==> src/rtl/ddpm_pkg.sv <==
// Package: widths, codes, reset values, command/status types and helpers for the mixer.
`default_nettype none
package ddpm_pkg;

  localparam int unsigned PWM_BITS_DEF = 10;
  localparam int unsigned CNT_W        = 10;
  localparam int unsigned SPEED_W      = 16;
  localparam int unsigned REQ_W        = 2;
  localparam int unsigned CFG_IDX_W    = 3;
  localparam int unsigned CFG_DATA_W   = 16;

  localparam logic [REQ_W-1:0] REQ_CMD  = 2'd0;
  localparam logic [REQ_W-1:0] REQ_MS   = 2'd1;
  localparam logic [REQ_W-1:0] REQ_CTRL = 2'd2;

  localparam logic [CFG_IDX_W-1:0] REG_MAX_LINEAR  = 3'd0;
  localparam logic [CFG_IDX_W-1:0] REG_MAX_ANGULAR = 3'd1;
  localparam logic [CFG_IDX_W-1:0] REG_HALF_SEP    = 3'd2;
  localparam logic [CFG_IDX_W-1:0] REG_DUTY_SCALE  = 3'd3;
  localparam logic [CFG_IDX_W-1:0] REG_TIMEOUT     = 3'd4;
  localparam logic [CFG_IDX_W-1:0] REG_INVERT      = 3'd5;

  localparam logic [14:0] MAX_LINEAR_RST  = 15'd2048;
  localparam logic [14:0] MAX_ANGULAR_RST = 15'd8192;
  localparam logic [15:0] HALF_SEP_RST    = 16'd3277;
  localparam logic [15:0] DUTY_SCALE_RST  = 16'd4096;
  localparam logic [15:0] TIMEOUT_RST     = 16'd500;
  localparam logic [1:0]  INVERT_RST      = 2'd0;

  typedef struct packed {
    logic load;
    logic mul_ws;
    logic mix;
    logic mul_scale;
    logic store;
    logic ms_inc;
    logic wdog;
    logic out_load;
  } ctl_cmd_t;

  typedef struct packed {
    logic out_busy;
  } dp_stat_t;

  // symmetric clamp of a signed speed to +/- lim
  function automatic logic signed [15:0] clamp_lim(input logic signed [15:0] x,
                                                   input logic [14:0] lim);
    logic signed [16:0] xe;
    logic signed [16:0] le;
    logic signed [16:0] nle;
    xe  = {x[15], x};
    le  = $signed({2'b00, lim});
    nle = -le;
    if (xe > le) return le[15:0];
    else if (xe < nle) return nle[15:0];
    else return x;
  endfunction

  // saturate to the symmetric Q1.15 duty range
  function automatic logic signed [15:0] sat_duty(input logic signed [24:0] d);
    if (d > 25'sd32767) return 16'sd32767;
    else if (d < -25'sd32767) return -16'sd32767;
    else return d[15:0];
  endfunction

endpackage
`default_nettype wire

==> src/rtl/ddpm_in_if.sv <==
// Interface: request channel (velocity command, ms tick, control tick).
`default_nettype none
interface ddpm_in_if;
  logic                                   valid;
  logic                                   ready;
  logic [ddpm_pkg::REQ_W-1:0]             req_type;
  logic signed [ddpm_pkg::SPEED_W-1:0]    linear_speed;
  logic signed [ddpm_pkg::SPEED_W-1:0]    angular_speed;

  modport source (output valid, req_type, linear_speed, angular_speed, input ready);
  modport sink   (input valid, req_type, linear_speed, angular_speed, output ready);
endinterface
`default_nettype wire

==> src/rtl/ddpm_out_if.sv <==
// Interface: PWM compare count result channel.
`default_nettype none
interface ddpm_out_if;
  logic                         valid;
  logic                         ready;
  logic [ddpm_pkg::CNT_W-1:0]   left_fwd;
  logic [ddpm_pkg::CNT_W-1:0]   left_rev;
  logic [ddpm_pkg::CNT_W-1:0]   right_fwd;
  logic [ddpm_pkg::CNT_W-1:0]   right_rev;

  modport source (output valid, left_fwd, left_rev, right_fwd, right_rev, input ready);
  modport sink   (input valid, left_fwd, left_rev, right_fwd, right_rev, output ready);
endinterface
`default_nettype wire

==> src/rtl/ddpm_cfg_if.sv <==
// Interface: configuration register write channel.
`default_nettype none
interface ddpm_cfg_if;
  logic                              valid;
  logic                              ready;
  logic [ddpm_pkg::CFG_IDX_W-1:0]    index;
  logic [ddpm_pkg::CFG_DATA_W-1:0]   data;

  modport source (output valid, index, data, input ready);
  modport sink   (input valid, index, data, output ready);
endinterface
`default_nettype wire

==> src/rtl/diff_drive_pwm_mixer_unit.sv <==
// Top level: differential-drive mixer with watchdog and sign-split PWM counts.
//
//  channel  role    fields
//  in_ch    sink    req_type, linear_speed, angular_speed
//  out_ch   source  left_fwd, left_rev, right_fwd, right_rev
//  cfg      sink    index, data (always ready)
//
// One word in flight; in_ch is ready only while the controller is idle.
// Velocity command steps: clamp/multiply, mix, scale multiply, store.
// Ms tick: elapsed counter increment. Control tick: watchdog and sign split, then
// output load, which waits while out_ch stalls a previous result still held in the output register.
// Synchronous reset restores register defaults and clears duties and counter.
`default_nettype none
module diff_drive_pwm_mixer_unit #(
  parameter int unsigned PWM_BITS = ddpm_pkg::PWM_BITS_DEF
) (
  input  wire logic   clk,
  input  wire logic   rst,
  ddpm_in_if.sink     in_ch,
  ddpm_out_if.source  out_ch,
  ddpm_cfg_if.sink    cfg
);

  ddpm_pkg::ctl_cmd_t cmd;
  ddpm_pkg::dp_stat_t stat;
  logic               in_ready;

  assign in_ch.ready = in_ready;
  assign cfg.ready   = 1'b1;

  ddpm_ctrl u_ctrl (
    .clk      (clk),
    .rst      (rst),
    .in_valid (in_ch.valid),
    .in_req   (in_ch.req_type),
    .in_ready (in_ready),
    .stat     (stat),
    .cmd      (cmd)
  );

  ddpm_dp #(
    .PWM_BITS (PWM_BITS)
  ) u_dp (
    .clk           (clk),
    .rst           (rst),
    .cmd           (cmd),
    .stat          (stat),
    .linear_speed  (in_ch.linear_speed),
    .angular_speed (in_ch.angular_speed),
    .cfg_we        (cfg.valid),
    .cfg_index     (cfg.index),
    .cfg_data      (cfg.data),
    .out_ready     (out_ch.ready),
    .out_valid     (out_ch.valid),
    .left_fwd      (out_ch.left_fwd),
    .left_rev      (out_ch.left_rev),
    .right_fwd     (out_ch.right_fwd),
    .right_rev     (out_ch.right_rev)
  );

endmodule
`default_nettype wire

==> src/rtl/ddpm_ctrl.sv <==
// Controller: sequences command, ms tick and control tick words through the datapath.
`default_nettype none
module ddpm_ctrl (
  input  wire logic                        clk,
  input  wire logic                        rst,
  input  wire logic                        in_valid,
  input  wire logic [ddpm_pkg::REQ_W-1:0]  in_req,
  output logic                             in_ready,
  input  wire ddpm_pkg::dp_stat_t          stat,
  output ddpm_pkg::ctl_cmd_t               cmd
);

  typedef enum logic [2:0] {
    S_IDLE,
    S_CMD_MUL,
    S_CMD_MIX,
    S_CMD_SCALE,
    S_CMD_STORE,
    S_MS,
    S_CTL_SIGN,
    S_CTL_OUT
  } state_t;

  state_t state;
  logic   accept;

  assign in_ready = (state == S_IDLE);
  assign accept   = in_valid && in_ready;

  always_comb begin
    cmd           = '0;
    cmd.load      = accept;
    cmd.mul_ws    = (state == S_CMD_MUL);
    cmd.mix       = (state == S_CMD_MIX);
    cmd.mul_scale = (state == S_CMD_SCALE);
    cmd.store     = (state == S_CMD_STORE);
    cmd.ms_inc    = (state == S_MS);
    cmd.wdog      = (state == S_CTL_SIGN);
    cmd.out_load  = (state == S_CTL_OUT) && !stat.out_busy;
  end

  always_ff @(posedge clk) begin
    if (rst) begin
      state <= S_IDLE;
    end else begin
      unique case (state)
        S_IDLE: begin
          if (accept) begin
            priority if (in_req == ddpm_pkg::REQ_CMD) state <= S_CMD_MUL;
            else if (in_req == ddpm_pkg::REQ_MS) state <= S_MS;
            else if (in_req == ddpm_pkg::REQ_CTRL) state <= S_CTL_SIGN;
            else state <= S_IDLE;
          end
        end
        S_CMD_MUL:   state <= S_CMD_MIX;
        S_CMD_MIX:   state <= S_CMD_SCALE;
        S_CMD_SCALE: state <= S_CMD_STORE;
        S_CMD_STORE: state <= S_IDLE;
        S_MS:        state <= S_IDLE;
        S_CTL_SIGN:  state <= S_CTL_OUT;
        S_CTL_OUT: begin
          if (!stat.out_busy) state <= S_IDLE;
        end
        default:     state <= S_IDLE;
      endcase
    end
  end

endmodule
`default_nettype wire

==> src/rtl/ddpm_dp.sv <==
// Datapath: config registers, mixing and scaling arithmetic, duty state, watchdog, PWM counts.
`default_nettype none
module ddpm_dp #(
  parameter int unsigned PWM_BITS = ddpm_pkg::PWM_BITS_DEF
) (
  input  wire logic                                 clk,
  input  wire logic                                 rst,
  input  wire ddpm_pkg::ctl_cmd_t                   cmd,
  output ddpm_pkg::dp_stat_t                        stat,
  input  wire logic signed [ddpm_pkg::SPEED_W-1:0]  linear_speed,
  input  wire logic signed [ddpm_pkg::SPEED_W-1:0]  angular_speed,
  input  wire logic                                 cfg_we,
  input  wire logic [ddpm_pkg::CFG_IDX_W-1:0]       cfg_index,
  input  wire logic [ddpm_pkg::CFG_DATA_W-1:0]      cfg_data,
  input  wire logic                                 out_ready,
  output logic                                      out_valid,
  output logic [ddpm_pkg::CNT_W-1:0]                left_fwd,
  output logic [ddpm_pkg::CNT_W-1:0]                left_rev,
  output logic [ddpm_pkg::CNT_W-1:0]                right_fwd,
  output logic [ddpm_pkg::CNT_W-1:0]                right_rev
);

  localparam int unsigned PROD_W = 15 + PWM_BITS;
  localparam logic [PWM_BITS-1:0] PMAX = '1;
  localparam int unsigned CNT_W_L = ddpm_pkg::CNT_W;

  // configuration
  logic [14:0] max_linear;
  logic [14:0] max_angular;
  logic [15:0] half_separation;
  logic [15:0] duty_scale;
  logic [15:0] timeout_ms;
  logic [1:0]  invert_mask;

  // state
  logic signed [15:0] left_duty;
  logic signed [15:0] right_duty;
  logic [15:0]        elapsed_ms;

  // pipeline registers
  logic signed [15:0] lin_q;
  logic signed [15:0] ang_q;
  logic signed [15:0] v_q;
  logic signed [32:0] ws_prod;
  logic signed [16:0] left_w;
  logic signed [16:0] right_w;
  logic signed [33:0] left_p;
  logic signed [33:0] right_p;
  logic               l_neg;
  logic               r_neg;
  logic [14:0]        l_mag;
  logic [14:0]        r_mag;

  logic signed [16:0] ws;
  logic signed [24:0] left_d;
  logic signed [24:0] right_d;
  logic               expired;
  logic signed [15:0] ld;
  logic signed [15:0] rd;
  logic signed [15:0] ld_abs;
  logic signed [15:0] rd_abs;
  logic [PROD_W-1:0]  l_prod;
  logic [PROD_W-1:0]  r_prod;
  logic [CNT_W_L-1:0] l_cnt;
  logic [CNT_W_L-1:0] r_cnt;

  assign ws      = ws_prod[32:16];
  assign left_d  = left_p[33:9];
  assign right_d = right_p[33:9];
  assign expired = elapsed_ms > timeout_ms;
  assign ld      = expired ? 16'sd0 : left_duty;
  assign rd      = expired ? 16'sd0 : right_duty;
  assign ld_abs  = ld[15] ? -ld : ld;
  assign rd_abs  = rd[15] ? -rd : rd;
  assign l_prod  = PROD_W'(l_mag) * PROD_W'(PMAX);
  assign r_prod  = PROD_W'(r_mag) * PROD_W'(PMAX);
  assign l_cnt   = CNT_W_L'(l_prod >> 15);
  assign r_cnt   = CNT_W_L'(r_prod >> 15);

  assign stat.out_busy = out_valid && !out_ready;

  always_ff @(posedge clk) begin
    if (rst) begin
      max_linear      <= ddpm_pkg::MAX_LINEAR_RST;
      max_angular     <= ddpm_pkg::MAX_ANGULAR_RST;
      half_separation <= ddpm_pkg::HALF_SEP_RST;
      duty_scale      <= ddpm_pkg::DUTY_SCALE_RST;
      timeout_ms      <= ddpm_pkg::TIMEOUT_RST;
      invert_mask     <= ddpm_pkg::INVERT_RST;
    end else if (cfg_we) begin
      unique case (cfg_index)
        ddpm_pkg::REG_MAX_LINEAR:  max_linear      <= cfg_data[14:0];
        ddpm_pkg::REG_MAX_ANGULAR: max_angular     <= cfg_data[14:0];
        ddpm_pkg::REG_HALF_SEP:    half_separation <= cfg_data;
        ddpm_pkg::REG_DUTY_SCALE:  duty_scale      <= cfg_data;
        ddpm_pkg::REG_TIMEOUT:     timeout_ms      <= cfg_data;
        ddpm_pkg::REG_INVERT:      invert_mask     <= cfg_data[1:0];
        default: ;
      endcase
    end
  end

  always_ff @(posedge clk) begin
    if (cmd.load) begin
      lin_q <= linear_speed;
      ang_q <= angular_speed;
    end
    if (cmd.mul_ws) begin
      v_q     <= ddpm_pkg::clamp_lim(lin_q, max_linear);
      ws_prod <= 33'(ddpm_pkg::clamp_lim(ang_q, max_angular)) * $signed({1'b0, half_separation});
    end
    if (cmd.mix) begin
      left_w  <= {v_q[15], v_q} - ws;
      right_w <= {v_q[15], v_q} + ws;
    end
    if (cmd.mul_scale) begin
      left_p  <= 34'(left_w) * $signed({1'b0, duty_scale});
      right_p <= 34'(right_w) * $signed({1'b0, duty_scale});
    end
    if (cmd.wdog) begin
      l_neg <= invert_mask[0] ? (!ld[15] && (ld != 16'sd0)) : ld[15];
      r_neg <= invert_mask[1] ? (!rd[15] && (rd != 16'sd0)) : rd[15];
      l_mag <= ld_abs[14:0];
      r_mag <= rd_abs[14:0];
    end
    if (cmd.out_load) begin
      left_fwd  <= l_neg ? '0 : l_cnt;
      left_rev  <= l_neg ? l_cnt : '0;
      right_fwd <= r_neg ? '0 : r_cnt;
      right_rev <= r_neg ? r_cnt : '0;
    end
  end

  always_ff @(posedge clk) begin
    if (rst) begin
      left_duty  <= '0;
      right_duty <= '0;
      elapsed_ms <= '0;
      out_valid  <= 1'b0;
    end else begin
      if (cmd.store) begin
        left_duty  <= ddpm_pkg::sat_duty(left_d);
        right_duty <= ddpm_pkg::sat_duty(right_d);
        elapsed_ms <= '0;
      end else if (cmd.wdog && expired) begin
        left_duty  <= '0;
        right_duty <= '0;
      end else if (cmd.ms_inc && (elapsed_ms != 16'hFFFF)) begin
        elapsed_ms <= elapsed_ms + 16'd1;
      end
      if (cmd.out_load) out_valid <= 1'b1;
      else if (out_ready) out_valid <= 1'b0;
    end
  end

  a_ms_count: assert property (@(posedge clk) disable iff (rst)
    cmd.ms_inc && (elapsed_ms != 16'hFFFF) |=> elapsed_ms == 16'($past(elapsed_ms) + 16'd1))
    else $error("elapsed counter did not advance on ms tick");

  a_wdog_zero: assert property (@(posedge clk) disable iff (rst)
    cmd.wdog && expired |=> (left_duty == 16'sd0) && (right_duty == 16'sd0))
    else $error("watchdog expiry left nonzero duty");

  a_no_overwrite: assert property (@(posedge clk) disable iff (rst)
    cmd.out_load |-> !(out_valid && !out_ready))
    else $error("result register loaded while previous word pending");

endmodule
`default_nettype wire
==> src/flat_wrapper.sv <==
// flat-port wrapper written by rule: the top's interface ports become plain ports
module diff_drive_pwm_mixer_unit_flat 
#(
  parameter int unsigned PWM_BITS = ddpm_pkg::PWM_BITS_DEF
)
  (clk, rst, in_ch_valid, in_ch_req_type, in_ch_linear_speed, in_ch_angular_speed, in_ch_ready, out_ch_valid, out_ch_left_fwd, out_ch_left_rev, out_ch_right_fwd, out_ch_right_rev, out_ch_ready, cfg_valid, cfg_index, cfg_data, cfg_ready);
  ddpm_in_if in_ch_i ();
  ddpm_out_if out_ch_i ();
  ddpm_cfg_if cfg_i ();
  input  wire logic clk;
  input  wire logic rst;
  input wire logic [$bits(in_ch_i.valid)-1:0] in_ch_valid;
  input wire logic [$bits(in_ch_i.req_type)-1:0] in_ch_req_type;
  input wire logic [$bits(in_ch_i.linear_speed)-1:0] in_ch_linear_speed;
  input wire logic [$bits(in_ch_i.angular_speed)-1:0] in_ch_angular_speed;
  output wire logic [$bits(in_ch_i.ready)-1:0] in_ch_ready;
  output wire logic [$bits(out_ch_i.valid)-1:0] out_ch_valid;
  output wire logic [$bits(out_ch_i.left_fwd)-1:0] out_ch_left_fwd;
  output wire logic [$bits(out_ch_i.left_rev)-1:0] out_ch_left_rev;
  output wire logic [$bits(out_ch_i.right_fwd)-1:0] out_ch_right_fwd;
  output wire logic [$bits(out_ch_i.right_rev)-1:0] out_ch_right_rev;
  input wire logic [$bits(out_ch_i.ready)-1:0] out_ch_ready;
  input wire logic [$bits(cfg_i.valid)-1:0] cfg_valid;
  input wire logic [$bits(cfg_i.index)-1:0] cfg_index;
  input wire logic [$bits(cfg_i.data)-1:0] cfg_data;
  output wire logic [$bits(cfg_i.ready)-1:0] cfg_ready;
  assign in_ch_i.valid = in_ch_valid;
  assign in_ch_i.req_type = in_ch_req_type;
  assign in_ch_i.linear_speed = in_ch_linear_speed;
  assign in_ch_i.angular_speed = in_ch_angular_speed;
  assign in_ch_ready = in_ch_i.ready;
  assign out_ch_valid = out_ch_i.valid;
  assign out_ch_left_fwd = out_ch_i.left_fwd;
  assign out_ch_left_rev = out_ch_i.left_rev;
  assign out_ch_right_fwd = out_ch_i.right_fwd;
  assign out_ch_right_rev = out_ch_i.right_rev;
  assign out_ch_i.ready = out_ch_ready;
  assign cfg_i.valid = cfg_valid;
  assign cfg_i.index = cfg_index;
  assign cfg_i.data = cfg_data;
  assign cfg_ready = cfg_i.ready;
  diff_drive_pwm_mixer_unit #(.PWM_BITS(PWM_BITS)) u_core (.clk(clk), .rst(rst), .in_ch(in_ch_i), .out_ch(out_ch_i), .cfg(cfg_i));
endmodule
==> config.mk <==
export PLATFORM = sky130hd
export DESIGN_NAME = diff_drive_pwm_mixer_unit_flat
export DESIGN_NICKNAME = d
export VERILOG_FILES = /design/src/rtl/ddpm_pkg.sv /design/src/rtl/ddpm_in_if.sv /design/src/rtl/ddpm_out_if.sv /design/src/rtl/ddpm_cfg_if.sv /design/src/rtl/diff_drive_pwm_mixer_unit.sv /design/src/rtl/ddpm_ctrl.sv /design/src/rtl/ddpm_dp.sv /design/src/flat_wrapper.sv
export SDC_FILE = /design/constraint.sdc
export NUM_CORES = 2
export LEC_CHECK = 0
export BUFFER_PORTS_ARGS = -buffer_cell sky130_fd_sc_hd__buf_4
export CORE_MARGIN = 2
export CORE_UTILIZATION = 25
export DETAILED_ROUTE_END_ITERATION = 7
export PLACE_DENSITY = 0.41
export SYNTH_ARGS = -nofsm -noshare
export SYNTH_HDL_FRONTEND = slang
export SYNTH_HIERARCHICAL = 1
export SYNTH_SLANG_ARGS = --single-unit
==> constraint.sdc <==
create_clock -name clk -period 11.75 [get_ports clk]
set_input_delay 1.7625 -clock clk [delete_from_list [all_inputs] [get_ports clk]]
set_output_delay 1.7625 -clock clk [all_outputs]
set_load 0.1 [all_outputs]
# ---- Word-level counts from Yosys, hierarchy flattened
# Cells that the tools add are included.
dict set report op_classes {
  add_sub_neg 7
  n_mul 5
  order_cmp 9
  bitwise_logic 1
  muxes 26
  reduce_logical 28
  n_eq_ne 17
}
# operator n
set ops {}
lappend ops {{16-bit 2-to-1 mux} 13}
lappend ops {{17-bit by 17-bit multiplier with 34-bit output} 2}
lappend ops {{25-bit by 16-bit > comparator with 1-bit output (second input constant)} 2}
lappend ops {{25-bit by 16-bit < comparator with 1-bit output (second input constant)} 2}
lappend ops {{15-bit by 10-bit multiplier with 25-bit output (second input constant)} 2}
lappend ops {{16-bit > comparator} 3}
lappend ops {{15-bit 2-to-1 mux} 3}
lappend ops {{16-bit by 17-bit < comparator with 1-bit output} 2}
lappend ops {{15-bit negation with 17-bit output} 2}
lappend ops {{16-bit by 17-bit multiplier with 33-bit output} 1}
lappend ops {{16-bit nonzero test} 2}
lappend ops {{15-bit negation} 2}
lappend ops {{3-bit case mux with 7 select lines} 1}
lappend ops {{3-bit == test (second input constant)} 6}
lappend ops {{17-bit adder} 1}
lappend ops {{17-bit subtractor} 1}
lappend ops {{16-bit by 1-bit adder with 16-bit output (second input constant)} 1}
lappend ops {{16-bit inequality test (second input constant)} 1}
lappend ops {{2-bit AND reduction} 8}
lappend ops {{3-bit 2-to-1 mux} 5}
lappend ops {{3-bit by 2-bit == test with 1-bit output (second input constant)} 4}
lappend ops {{1-bit logical AND} 7}
lappend ops {{3-bit by 1-bit == test with 1-bit output (second input constant)} 2}
lappend ops {{3-bit logical NOT} 2}
lappend ops {{10 further kinds} 18}
dict set report word_totals {
  ff_bits 387
  out_inout_bits 43
  in_bits 58
}

# ---- Logic depth before layout (Yosys ltp)
dict set report logic_depth {
  ltp_word 6
  mapped_depth 43
}

# ---- Modules after synthesis
# The synthesis kept the hierarchy.
# module cells_per_inst n_inst area_each_um2
set by_module_without_submodules {}
lappend by_module_without_submodules {ddpm_dp 5510 1 51886.0}
lappend by_module_without_submodules {ddpm_ctrl 36 1 319.1}
lappend by_module_without_submodules {diff_drive_pwm_mixer_unit 2 1 11.3}

# ---- Least setup slack after synthesis
# No wires, ideal clock.
dict set report synth_path {
  kind {register to register}
  start {register u_core.u_dp.max_angular[0]}
  end {register u_core.u_dp.ws_prod[31] (data pin)}
  arrival_ns 9.449
  t_required_ns 11.492
  setup_time_ns 0.258
  slack_ns 2.043
  synth_period_minus_slack_ns 9.707
  path_stages_with_launch 44
  path_cell_list {dfxtp_1 -> inv_1 -> ha_1 -> clkbuf_1 -> nand4_1 -> or3_1 -> clkbuf_1 -> nor3_1 -> xnor2_1 -> ha_1 -> a21o_1 -> a2111oi_2 -> inv_1 -> nand2_1 -> and2_1 -> clkbuf_1 -> buf_2 -> mux2i_1 -> [... 8 more ...] -> fa_1 -> inv_1 -> fa_1 -> fa_1 -> inv_1 -> fa_1 -> inv_1 -> ha_1 -> a21o_1 -> a21o_1 -> a21o_1 -> a21o_1 -> a21oi_1 -> o21ai_0 -> a22o_1 -> a211o_1 -> a21oi_1 -> xnor2_1}
}
dict set report synth_via {
  elab_chain_len 6
  word_cells_on_any_way 7
  classes_between {add/sub (1); mul (1); order compare (2); mux (3)}
}
# item line_no
set synth_lines {}
lappend synth_lines {{from (decl)} ddpm_dp.sv:29} ;# logic [14:0] max_angular;
lappend synth_lines {{from (signal assigned)} ddpm_dp.sv:85} ;# max_angular <= ddpm_pkg::MAX_ANGULAR_RST;
lappend synth_lines {{from (signal assigned)} ddpm_dp.sv:93} ;# ddpm_pkg::REG_MAX_ANGULAR: max_angular <= cfg_data[14:0];
lappend synth_lines {{15-bit negation with 17-bit output} ddpm_pkg.sv:53} ;# nle = -le;
lappend synth_lines {{16-bit by 17-bit < comparator with 1-bit output} ddpm_pkg.sv:55} ;# else if (xe < nle) return nle[15:0];
lappend synth_lines {{16-bit 2-to-1 mux} ddpm_pkg.sv:55}
lappend synth_lines {{16-bit 2-to-1 mux *} ddpm_pkg.sv:54} ;# if (xe > le) return le[15:0];
lappend synth_lines {{16-bit 2-to-1 mux *} ddpm_dp.sv:108} ;# if (cmd.mul_ws) begin
lappend synth_lines {{16-bit by 17-bit multiplier with 33-bit output *} ddpm_dp.sv:110} ;# ws_prod <= 33'(ddpm_pkg::clamp_lim(ang_q, max_angular)) * $signed({1'b0, half_separation});
lappend synth_lines {{to (signal assigned)} ddpm_dp.sv:110}
lappend synth_lines {{to (decl)} ddpm_dp.sv:44} ;# logic signed [32:0] ws_prod;
# Mark *: on every way between the ends. The rest lies on a longest branch, timed or not. The select of a mux whose other input is x is not followed.
# A chain may end at the register's enable or synchronous reset.

# ---- Worst setup path after layout
dict set report layout_path {
  start {register u_core.u_dp.max_angular[2]}
  end {register u_core.u_dp.ws_prod[23] (data pin)}
}
# The elaborated chain is that of the path after synthesis.

==> impl_results.md <==
- Top cell type's share of synthesized area: between 30% and 40%
- Final Net Count: approximately 7000
- CTS tree: yes
- Synthesized area per cell: ~9.4 µm²
- Combinational fraction of design power: a little over two thirds
- Initial core utilization: 25.2%
- DRC violations left: 0
- Number of cells on the worst hold path: 2
- IR drop worst, VDD: 0.376 mV
- Number of sinks driven by the clock tree: roughly 350
- Pin count of the biggest net entering global routing: 85
- Final critical-path share of the clock period: 89.8%
- Final clock skew: ~58 ps
- Maximum Capacitance Violations: 0
- Area contributors post-synth: sky130_fd_sc_hd__fa_1 (34%), sky130_fd_sc_hd__edfxtp_1 (13%), sky130_fd_sc_hd__ha_1 (12%)
- Biggest cell delay along the critical path: roughly 670 ps
- Kind of path behind the tightest hold check: reg -> reg
- Sw power: around 5.8 mW
- CTS Hold Buffers Added: 0
- Worst EP arrival: ~11000 ps
- Number of vias after detailed routing: ~36000
- Placed standard-cell area: 56100 µm²
- Final Wtd Congestion: a little over 0.8
- Final-layout setup total negative slack: 0 ps
- Cell repeated most along the worst path: sky130_fd_sc_hd__fa_1
- Areal power density over the cells: between 200 and 250 nW/µm²
- Slowest stage cell, crit path: sky130_fd_sc_hd__a21oi_1
- Leak: 26.4 nW
- Antenna-violating nets left: 0
- Violation count after the first detailed-route iteration: between 1500 and 2000
- Clock root buffer: sky130_fd_sc_hd__clkbuf_16
- Post-synthesis instance total: 5548
- Post_cts resized: 0
- Max FO, Critical Path: 13
- Maximum clock path buffer count: 3
- Layout cell share with drive strength beyond 1: under 10%
- Netlist cell types: 84
- Slew Limit Headroom: between 30% and 40%
- Internal Dissipation: 5.94 mW
- Final Hold Vio Count: 0
- Net count of the mapped netlist: around 7000
- Count of final setup violators: 0
- Average routed wire per standard cell: between 15 and 20 µm
- Die X-Extent: 461 µm
- Crit Path Class: reg -> reg
- Unrepaired setup endpoints after global routing: false
- Combined global-route utilization of all metal layers: between 10% and 20%
- Total routed wirelength: approximately 140000 µm
- Antenna violations before repair: 4
- Total non-filler cell area in the finished layout: just under 60000 µm²
- Summed instance area of the synthesized netlist: 52200 µm²
- Run status: completed
- Area growth syn-to-layout: 10.6%
- Tmin final: 10550 ps
- Yosys warns: 6
- Final HPWL from detailed placement: ~110000 µm
- Ratio of routed vias to standard cells: 4.32
- Most numerous cell types in the synthesized netlist: sky130_fd_sc_hd__inv_1 (1184), sky130_fd_sc_hd__fa_1 (899), sky130_fd_sc_hd__nand2_1 (708)
- I/O pin count: roughly 100
- Register-to-Register Path Depth: 35
- Sequential cell fraction of total power: between 10% and 20%
- Slew of the pin with the lowest slew margin: 1020 ps
- Switching fraction of total power: 49.5%
- Proportion of register bits with asynchronous set or reset after synthesis: 0%
- Final global-route overflow total: 0
- Register area share after synthesis: between 15 and 20%
- Via count of the first global-routing pass: between 30000 and 40000
- Quantity of I/O buffers inserted on ports: just under 100
- Die footprint: 213000 µm²
- CP Capture Type: flip-flop
- F_max: between 0.09 and 0.1 GHz
- Number of max-slew violations in the final report: 0
- Vertical extent of the die: ~460 µm
- #FFs+latches synth: about 350
- CP required: around 12000 ps
- H-tree levels: 2
- Primary flip-flop cell chosen by synthesis mapping: sky130_fd_sc_hd__edfxtp_1
- Critical path startpoint category: flip-flop
- Biggest area consumer among synthesized cells: sky130_fd_sc_hd__fa_1
- Cell with the most instances after synthesis: sky130_fd_sc_hd__inv_1
- Count of flip-flops with a built-in enable after synthesis: between 200 and 250
- Clock Latency Late Sink: ~670 ps
- Standard cell core area: ~210000 µm²
- Clock transition time at the flip-flop clock pins of the worst setup and hold paths: ~60 ps
- Number of optimization iterations in the first detailed-route pass: 5
- Row cnt: around 170
- Wire length of the first global-routing pass: roughly 220000 µm
- Number of buffers created by CTS: 48
- Post-CTS setup buffers: 0
- Clock share of power: 12.7%
[placed cells by master, fill, tap and decap left out, types with 19 or more instances in the layout]
| cell type | netlist | routed |
|---|---|---|
| sky130_fd_sc_hd__nor2b_1 | 29 | 29 |
| sky130_fd_sc_hd__clkbuf_16 | 0 | 49 |
| sky130_fd_sc_hd__xnor2_1 | 105 | 105 |
| sky130_fd_sc_hd__o21bai_1 | 20 | 20 |
| sky130_fd_sc_hd__or3_1 | 19 | 19 |
| sky130_fd_sc_hd__o31ai_1 | 19 | 19 |
| sky130_fd_sc_hd__edfxtp_1 | 220 | 220 |
| sky130_fd_sc_hd__ha_1 | 521 | 521 |
| sky130_fd_sc_hd__nand2_1 | 708 | 708 |
| sky130_fd_sc_hd__nor2_1 | 218 | 216 |
| sky130_fd_sc_hd__fa_1 | 899 | 899 |
| sky130_fd_sc_hd__inv_1 | 1184 | 1184 |
| sky130_fd_sc_hd__buf_4 | 3 | 158 |
| sky130_fd_sc_hd__and2_1 | 370 | 369 |
| sky130_fd_sc_hd__a211oi_1 | 32 | 32 |
| sky130_fd_sc_hd__a31oi_1 | 20 | 20 |
| sky130_fd_sc_hd__a21oi_1 | 193 | 193 |
| sky130_fd_sc_hd__nand4_1 | 35 | 35 |
| sky130_fd_sc_hd__a21o_1 | 69 | 69 |
| sky130_fd_sc_hd__nand2b_1 | 25 | 25 |
| sky130_fd_sc_hd__nor3_1 | 48 | 45 |
| sky130_fd_sc_hd__dfxtp_1 | 132 | 131 |
| sky130_fd_sc_hd__o21a_1 | 24 | 24 |
| sky130_fd_sc_hd__nand3_1 | 44 | 44 |
| sky130_fd_sc_hd__nor4_1 | 35 | 35 |
| sky130_fd_sc_hd__o21ai_0 | 86 | 86 |
| sky130_fd_sc_hd__xor2_1 | 74 | 74 |
| sky130_fd_sc_hd__and3_1 | 25 | 25 |
[critical path, delay by kind of cell (launching register included)]
| family | cells | cell delay [ps] |
|---|---|---|
| flops | 1 | 370 |
| fa+ha+maj | 8 | 3570 |
| compound gates | 10 | 2700 |
| xor+xnor | 1 | 170 |
| simple gates | 9 | 2370 |
| mux | 1 | 350 |
| buf+inv | 6 | 870 |
[layer usage]
layer,part of all wire [%],vias to the layer above,global-route usage (%)
met5,0,-,0
met4,2.3,0,3.50
met3,3.3,134,1.40
met2,48,469,22.7
met1,46,18300,18.0
li1,-,17300,-
[flip-flops by register name, summed over array words and instances, names as in the netlist, 17 cells and up]
register / flops
u_core/u_dp/left_p: 25
u_core/u_dp/ws_prod: 17
u_core/u_dp/left_w: 17
u_core/u_dp/right_p: 25
[final timing paths]
| kind | start | endpoint | slack, ps |
|---|---|---|---|
| hold reg to reg | u_core/u_dp/timeout_ms[12]$_SDFFE_PP0P_ | u_core/u_dp/timeout_ms[12]$_SDFFE_PP0P_ | 450 |
| hold / removal | u_core/u_dp/timeout_ms[12]$_SDFFE_PP0P_ | u_core/u_dp/timeout_ms[12]$_SDFFE_PP0P_ | 450 |
| setup reg to reg | u_core/u_dp/max_angular[2]$_SDFFE_PP0P_ | u_core/u_dp/ws_prod[23]$_DFFE_PP_ | 1200 |
| setup / recovery | u_core/u_dp/max_angular[2]$_SDFFE_PP0P_ | u_core/u_dp/ws_prod[23]$_DFFE_PP_ | 1200 |
[per-stage QoR]
| stage | std cells | setup WS, ps | power, mW | util [%] | hold slack (ps) |
|---|---|---|---|---|---|
| 3_5_place_dp | 8288 | 1220 | 10.4 | 27.1 | 449 |
| 2_1_floorplan | 5548 | 2040 | 8.04 | - | 436 |
| 4_1_cts | 8377 | 1210 | 12.0 | 27.8 | 457 |
| 3_3_place_gp | 8288 | 1310 | 10.4 | 27.1 | 442 |
| 5_1_grt | 8378 | 505 | 13.2 | 27.9 | 474 |
| 6_report | 8380 | 1200 | 11.8 | 27.9 | 453 |
[power groups by stage]
| stage | logic (mW) | clock network [mW] | registers (mW) |
|---|---|---|---|
| final | 8.22 | 1.49 | 2.04 |
| after global routing | 9.51 | 1.60 | 2.07 |
| after CTS | 8.37 | 1.56 | 2.05 |
| after detailed placement | 8.31 | 0 | 2.07 |
| after global placement | 8.31 | 0 | 2.07 |
| after floorplan | 6.19 | 0 | 1.85 |
[cells by family after synthesis]
family	count (synthesis)	share of synthesized area [%]
multiplexers	14	0.280
AO/OA/AOI/OAI	566	6.94
buffers and inverters	1395	10.1
XOR/XNOR	179	3.00
adder cells (fa/ha/maj)	1420	47.0
AND/OR/NAND/NOR	1621	15.0
flip-flops	352	17.7
other	1	0.00718
[layout make-up]
| type | count | area, µm² |
|---|---|---|
| fill | 22200 | 150000 |
| multi-input combinational | 3801 | 37800 |
| sequential | 352 | 9250 |
| inverter | 1189 | 4460 |
| tap | 2788 | 3490 |
| clock buffer | 59 | 1300 |
| timing repair buffer | 158 | 1190 |
| clock inverter | 30 | 283 |
| antenna | 3 | 7.51 |
(Power assumes the default switching activity.)
